File: config.mk
export PLATFORM = sky130hd
export DESIGN_NAME = stable_max_priority_queue_core
export DESIGN_NICKNAME = d
export VERILOG_FILES = /design/src/sv/smpq_pkg.sv /design/src/sv/stable_max_priority_queue_core.sv /design/src/sv/smpq_cell.sv
export VERILOG_INCLUDE_DIRS = /design/src /design/src/sv
export SDC_FILE = /design/constraint.sdc
export NUM_CORES = 2
export LEC_CHECK = 0
export BUFFER_PORTS_ARGS = -buffer_cell sky130_fd_sc_hd__buf_4
export CAP_MARGIN = 5
export CORE_MARGIN = 5
export CORE_UTILIZATION = 30
export DETAILED_ROUTE_END_ITERATION = 8
export SYNTH_ARGS = -nofsm -noshare
export SYNTH_HDL_FRONTEND = slang
export SYNTH_HIERARCHICAL = 1
export SYNTH_SLANG_ARGS = --single-unit
File: constraint.sdc
create_clock -name aclk -period 11.1 [get_ports aclk]
set_input_delay 2.22 -clock aclk [delete_from_list [all_inputs] [get_ports aclk]]
set_output_delay 2.22 -clock aclk [all_outputs]
set_load 0.005 [all_outputs]
File: src/sv/stable_max_priority_queue_core_macros.svh
// Assertion macros shared by the priority queue RTL.
`ifndef STABLE_MAX_PRIORITY_QUEUE_CORE_MACROS_SVH
`define STABLE_MAX_PRIORITY_QUEUE_CORE_MACROS_SVH

`ifndef NO_ASSERTIONS

// Check that a property holds on every rising clock edge outside reset.
`define SMPQ_ASSERT(label, clk, rst_n, prop, msg) \
    label: assert property (@(posedge clk) disable iff (!rst_n) (prop)) else $error(msg);

// Check a consequent in the cycle that follows its antecedent.
`define SMPQ_ASSERT_NEXT(label, clk, rst_n, ante, cons, msg) \
    label: assert property (@(posedge clk) disable iff (!rst_n) (ante) |=> (cons)) \
        else $error(msg);

`else

`define SMPQ_ASSERT(label, clk, rst_n, prop, msg)
`define SMPQ_ASSERT_NEXT(label, clk, rst_n, ante, cons, msg)

`endif

`endif

File: src/sv/smpq_pkg.sv
// Types and codes shared by the priority queue cell chain and its top level.
`timescale 1ns / 1ps

package smpq_pkg;

    // Transaction kinds on the input channel
    localparam logic KIND_INSERT = 1'b0;
    localparam logic KIND_REMOVE = 1'b1;

    // Operation broadcast to every cell of the chain
    typedef enum logic [1:0] {
        OP_HOLD,
        OP_INSERT,
        OP_REMOVE
    } cell_op_t;

    // Status that a cell hands to its right-hand neighbour
    typedef struct packed {
        logic valid;
        logic keep;
    } cell_stat_t;

endpackage

File: src/sv/stable_max_priority_queue_core.sv
// Top level of the stable max-priority queue built from a chain of sorting cells.
//
//  channel | ports                                              | direction
//  --------+----------------------------------------------------+----------
//  s_      | s_valid s_ready s_kind s_entry_data s_priority_req | in
//  m_      | m_valid m_ready m_front_data m_was_empty           | out
//          | m_was_full m_occupancy                             |
//
// One transaction is taken per cycle while s_ready is high; its result appears in the output register
// on the next cycle. The cell chain keeps entries sorted by priority, highest and
// oldest at cell zero, so each insert or remove is one parallel shift of the chain.
// Synchronous active-low reset clears the cell valid bits, the count and m_valid.
// s_ready drops only while a result waits in the output register and m_ready is low.
`timescale 1ns / 1ps
`include "stable_max_priority_queue_core_macros.svh"

module stable_max_priority_queue_core
    import smpq_pkg::*;
#(
    parameter int CAPACITY      = 16,
    parameter int DATA_BITS     = 32,
    parameter int PRIORITY_BITS = 8
) (
    input  logic                                 aclk,
    input  logic                                 aresetn,
    input  logic                                 s_valid,
    output logic                                 s_ready,
    input  logic                                 s_kind,
    input  logic [DATA_BITS-1:0]                 s_entry_data,
    input  logic [PRIORITY_BITS-1:0]             s_priority_req,
    output logic                                 m_valid,
    input  logic                                 m_ready,
    output logic [DATA_BITS-1:0]                 m_front_data,
    output logic                                 m_was_empty,
    output logic                                 m_was_full,
    output logic [$clog2(CAPACITY+1)-1:0]        m_occupancy
);

    localparam int COUNT_BITS = $clog2(CAPACITY + 1);
    localparam logic [COUNT_BITS-1:0] CAP_COUNT = COUNT_BITS'(CAPACITY);

    logic                     s_acc;
    logic                     is_full, is_empty;
    cell_op_t                 op;
    logic [COUNT_BITS-1:0]    count_reg, count_next;

    cell_stat_t               cell_stat [CAPACITY];
    logic [DATA_BITS-1:0]     cell_data [CAPACITY];
    logic [PRIORITY_BITS-1:0] cell_prio [CAPACITY];
    logic [CAPACITY-1:0]      valid_vec;

    logic                     m_valid_reg, m_valid_next;
    logic [DATA_BITS-1:0]     front_reg, front_next;
    logic                     empty_reg, empty_next;
    logic                     full_reg, full_next;
    logic [COUNT_BITS-1:0]    occ_reg, occ_next;

    // Accept whenever the output register is free or being drained
    assign s_ready  = !m_valid_reg || m_ready;
    assign s_acc    = s_valid && s_ready;
    assign is_full  = (count_reg == CAP_COUNT);
    assign is_empty = (count_reg == '0);

    // Decode the transaction into the chain operation and the result
    always_comb begin
        op           = OP_HOLD;
        count_next   = count_reg;
        m_valid_next = m_valid_reg && !m_ready;
        front_next   = front_reg;
        empty_next   = empty_reg;
        full_next    = full_reg;
        occ_next     = occ_reg;
        if (s_acc) begin
            m_valid_next = 1'b1;
            front_next   = '0;
            empty_next   = 1'b0;
            full_next    = 1'b0;
            if (s_kind == KIND_INSERT) begin
                if (is_full) begin
                    full_next = 1'b1;
                end else begin
                    op         = OP_INSERT;
                    count_next = count_reg + 1'b1;
                end
            end else begin
                if (is_empty) begin
                    empty_next = 1'b1;
                end else begin
                    op         = OP_REMOVE;
                    front_next = cell_data[0];
                    count_next = count_reg - 1'b1;
                end
            end
            occ_next = count_next;
        end
    end

    // Build the chain with fixed ends
    for (genvar i = 0; i < CAPACITY; i++) begin : g_cell
        cell_stat_t               l_stat;
        logic [DATA_BITS-1:0]     l_data, r_data;
        logic [PRIORITY_BITS-1:0] l_prio, r_prio;
        logic                     r_valid;

        if (i == 0) begin : g_head
            assign l_stat = '{valid: 1'b0, keep: 1'b1};
            assign l_data = '0;
            assign l_prio = '0;
        end else begin : g_mid
            assign l_stat = cell_stat[i-1];
            assign l_data = cell_data[i-1];
            assign l_prio = cell_prio[i-1];
        end

        if (i == CAPACITY - 1) begin : g_tail
            assign r_valid = 1'b0;
            assign r_data  = '0;
            assign r_prio  = '0;
        end else begin : g_body
            assign r_valid = cell_stat[i+1].valid;
            assign r_data  = cell_data[i+1];
            assign r_prio  = cell_prio[i+1];
        end

        smpq_cell #(
            .DATA_BITS     (DATA_BITS),
            .PRIORITY_BITS (PRIORITY_BITS)
        ) u_cell (
            .aclk        (aclk),
            .aresetn     (aresetn),
            .op          (op),
            .ins_data    (s_entry_data),
            .ins_prio    (s_priority_req),
            .left_stat   (l_stat),
            .left_data   (l_data),
            .left_prio   (l_prio),
            .right_valid (r_valid),
            .right_data  (r_data),
            .right_prio  (r_prio),
            .stat        (cell_stat[i]),
            .data        (cell_data[i]),
            .prio        (cell_prio[i])
        );

        assign valid_vec[i] = cell_stat[i].valid;
    end

    // Control registers
    always_ff @(posedge aclk) begin
        if (!aresetn) begin
            count_reg   <= '0;
            m_valid_reg <= 1'b0;
        end else begin
            count_reg   <= count_next;
            m_valid_reg <= m_valid_next;
        end
    end

    // Result payload registers
    always_ff @(posedge aclk) begin
        front_reg <= front_next;
        empty_reg <= empty_next;
        full_reg  <= full_next;
        occ_reg   <= occ_next;
    end

    assign m_valid      = m_valid_reg;
    assign m_front_data = front_reg;
    assign m_was_empty  = empty_reg;
    assign m_was_full   = full_reg;
    assign m_occupancy  = occ_reg;

    // Occupied cells form an unbroken run from the head
    `SMPQ_ASSERT(a_valid_prefix, aclk, aresetn, (valid_vec & (valid_vec + 1'b1)) == '0, "cell valid bits not contiguous from head")

    // Count agrees with the number of occupied cells
    `SMPQ_ASSERT(a_count_match, aclk, aresetn, $countones(valid_vec) == int'(count_reg), "entry count differs from occupied cells")

    // Chain stays sorted by priority, highest first
    for (genvar k = 0; k + 1 < CAPACITY; k++) begin : g_chk
        `SMPQ_ASSERT(a_sorted, aclk, aresetn, !cell_stat[k+1].valid || (cell_prio[k] >= cell_prio[k+1]), "chain out of priority order")
    end

    // A remove from a non-empty queue yields a real entry and one fewer held
    `SMPQ_ASSERT_NEXT(a_remove_result, aclk, aresetn, s_acc && (s_kind == KIND_REMOVE) && !is_empty, m_valid && !m_was_empty && (m_occupancy == $past(count_reg) - 1'b1), "remove result wrong")

endmodule

File: src/sv/smpq_cell.sv
// One cell of the sorted chain: holds one entry, shifts right on insert, left on remove.
`timescale 1ns / 1ps

module smpq_cell
    import smpq_pkg::*;
#(
    parameter int DATA_BITS     = 32,
    parameter int PRIORITY_BITS = 8
) (
    input  logic                     aclk,
    input  logic                     aresetn,
    input  cell_op_t                 op,
    input  logic [DATA_BITS-1:0]     ins_data,
    input  logic [PRIORITY_BITS-1:0] ins_prio,
    input  cell_stat_t               left_stat,
    input  logic [DATA_BITS-1:0]     left_data,
    input  logic [PRIORITY_BITS-1:0] left_prio,
    input  logic                     right_valid,
    input  logic [DATA_BITS-1:0]     right_data,
    input  logic [PRIORITY_BITS-1:0] right_prio,
    output cell_stat_t               stat,
    output logic [DATA_BITS-1:0]     data,
    output logic [PRIORITY_BITS-1:0] prio
);

    logic                     valid_reg, valid_next;
    logic [DATA_BITS-1:0]     data_reg, data_next;
    logic [PRIORITY_BITS-1:0] prio_reg, prio_next;
    logic                     keep;

    // Keep the entry when it ranks at or above the newcomer (stable order)
    assign keep = valid_reg && (prio_reg >= ins_prio);

    always_comb begin
        valid_next = valid_reg;
        data_next  = data_reg;
        prio_next  = prio_reg;
        case (op)
            OP_INSERT: begin
                if (!keep) begin
                    if (left_stat.keep) begin
                        // take the new entry: first slot below the kept run
                        valid_next = 1'b1;
                        data_next  = ins_data;
                        prio_next  = ins_prio;
                    end else begin
                        // shift the left neighbour's entry down
                        valid_next = left_stat.valid;
                        data_next  = left_data;
                        prio_next  = left_prio;
                    end
                end
            end
            OP_REMOVE: begin
                // advance the right neighbour's entry towards the head
                valid_next = right_valid;
                data_next  = right_data;
                prio_next  = right_prio;
            end
            default: begin
            end
        endcase
    end

    // Valid bit under reset
    always_ff @(posedge aclk) begin
        if (!aresetn) begin
            valid_reg <= 1'b0;
        end else begin
            valid_reg <= valid_next;
        end
    end

    // Payload needs no reset
    always_ff @(posedge aclk) begin
        data_reg <= data_next;
        prio_reg <= prio_next;
    end

    assign stat.valid = valid_reg;
    assign stat.keep  = keep;
    assign data       = data_reg;
    assign prio       = prio_reg;

endmodule

==> results_dict.tcl <==
set metrics [dict create \
    hold_path_end "g_cell[14].u_cell/data[17]" \
    largest_reg_flops 512 \
    seq_power_share_pct 50.0 \
    timing.setup.tns_ps 0 \
    status "finished clean" \
    grt_setup_unrepaired "false" \
    worstPathArrival_ps 6020 \
    max_freq_mhz 173 \
    crit_required_ps 11350 \
    finalHoldViolations 0 \
    worstReg2RegStart "count_reg[0]" \
    crit_slowest_cell "o31a_2" \
    wl_um 117000 \
    track_usage_pct 16.4 \
    slew-limit-headroom_pct 13.2 \
    post_cts_resized 0 \
    syn_area_mm2 0.0393 \
    clock-sinks 701 \
    antenna_found_initial 4 \
    grt_pass1_vias 26300 \
    via_per_inst 5.04 \
    period_minus_slack_ps 5770 \
    path_common_cell "buf_4" \
    cellLeakagePower_nw 14.2 \
    hold_path_startpoint "g_cell[15].u_cell/data[17]" \
    total_power_mw 7.52 \
    r2r_setup_slack_ps 6000 \
    ios 86 \
    hpwlAfterDp_um 82900 \
    die_x_um 372 \
    final_common_cell "edfxtp_1" \
    min_path_cells 2 \
    critical-path-top-delay-family "buffers and inverters" \
    drtAntennaViolNets 0 \
    fp.dieArea_mm2 0.138 \
    insertion_delay_ps 660 \
    die_y_um 372 \
    rows 132 \
    worstSetupPathType "input pin to flip-flop" \
    routed-via-count 27100 \
    critical_path.max_fanout 81 \
    post-route-period-util_pct 51.9 \
    r2r-end "g_cell[8].u_cell/data[7]" \
    p_int_mw 5.28 \
    power_switching_mw 2.23 \
    dp_slack_ps 4710 \
    port_buffers 85 \
    drt_iter0_markers 2608 \
    gp_congestion 0.810 \
    setup_ws_ps 5330 \
    drc 0 \
    final-setup-viol-count 0 \
    worst_clock_skew_ps 21.3 \
    syn_inst 3562 \
    first_pass_iters 5 \
    crit_buf_inv 3 \
    final_area_mm2 0.0437 \
    crit_chain "buf_4 > nand2_1 > nor2_4 > buf_4 > nor2b_4 > buf_4 > o31a_2" \
    maxSlewViolCount 0 \
    final.fill_count 13100 \
    avgRoutedWirePerCell_um 21.8 \
    grt_overflow_total 0 \
    dpl_cell_area_mm2 0.0413 \
    yosysWarnings 6 \
    htree_num_levels 3 \
    p_per_area_mw_per_mm2 172 \
    clock_path_buffers 3 \
    dp_cells 5239 \
    pwr-share-comb_pct 16.6 \
    p_sw_share_pct 29.7 \
    cap_violations 0 \
    syn_avg_cell_area_um2 11.0 \
    layout_common_cells "edfxtp_1 (679), nand2_1 (666), mux2i_1 (658)" \
    area_growth_pct 11.3 \
    hold_buffers 0 \
    grt_max_degree 82 \
    cts_tree "yes" \
    core_area_mm2 0.130 \
    post_cts_buffers 0 \
    cts_root_buf "clkbuf_16" \
    reg2reg_depth 9 \
    max_stage_delay_ps 990 \
    cp-start-kind "input pin" \
    nets 3755 \
    grt_pass1_wl_um 173000 \
    post-route-util_pct 33.7 \
    worstMarginPinSlew_ps 1300 \
    p_clk_share_pct 33.5 \
    final_layout_size_suffix_gt1_share_pct 7.70 \
    final_cells 5380 \
    initial_utilization_pct 30.3 \
    critPathCaptureType "flip-flop" \
    hold_class "flip-flop to flip-flop" \
    vdd_ir_drop_max_v 0.000110 \
    whs_ps 526 \
    clk_pin_slew_ps 60 \
    cts_buffers 81 \
]
## power by group through the flow
stage               sequential, mW  clock (mW)  combinational (mW)
finish                        3.76        2.51                1.25
global route                  3.78        2.67                1.39
CTS                           3.75        2.57                1.24
detailed placement            3.81           0                1.24
global placement              3.81           0                1.20
floorplan                     3.62           0               0.903
## how the worst max path moves through the flow
stage	from	end	slack [ps]	cells after the start
final	s_kind	g_cell[8].u_cell/data[7]	5330	7
after CTS	s_kind	g_cell[8].u_cell/data[19]	5390	7
after global routing	s_kind	g_cell[8].u_cell/data[22]	5140	7
after global placement	s_kind	g_cell[8].u_cell/data[16]	4760	7
after floorplan	m_ready	g_cell[0].u_cell/data[0]	2760	4
after detailed placement	s_kind	g_cell[8].u_cell/data[19]	4710	7
## metal layers
| metal | vias to the layer above | track usage (%) | part of all wire (%) |
|---|---|---|---|
| met4 | 2 | 4.08 | 2.3 |
| met5 | - | 0 | 0.011 |
| met1 | 13200 | 23.0 | 45 |
| li1 | 12900 | - | - |
| met3 | 146 | 2.77 | 6.4 |
| met2 | 885 | 26.5 | 46 |
## layout make-up
cell class              instances  area, um^2  area share, %
clock inverters                40         309          0.707
inverters                     151         567           1.30
repair buffers                120         901           2.06
diodes                          2        5.00         0.0115
multi-input cells            2525       16800           38.4
clock buffers                  99        2100           4.82
well taps                    1742        2180           4.99
flip-flops and latches        701       20800           47.7
## worst reg2reg max path, delay by kind of cell (launching register included)
| family | cells | cell delay [ps] |
|---|---|---|
| buf+inv | 3 | 1360 |
| flops | 1 | 470 |
| compound gates | 1 | 990 |
| fa+ha+maj | 1 | 270 |
| simple gates | 4 | 1590 |
(Power assumes the default switching activity.)
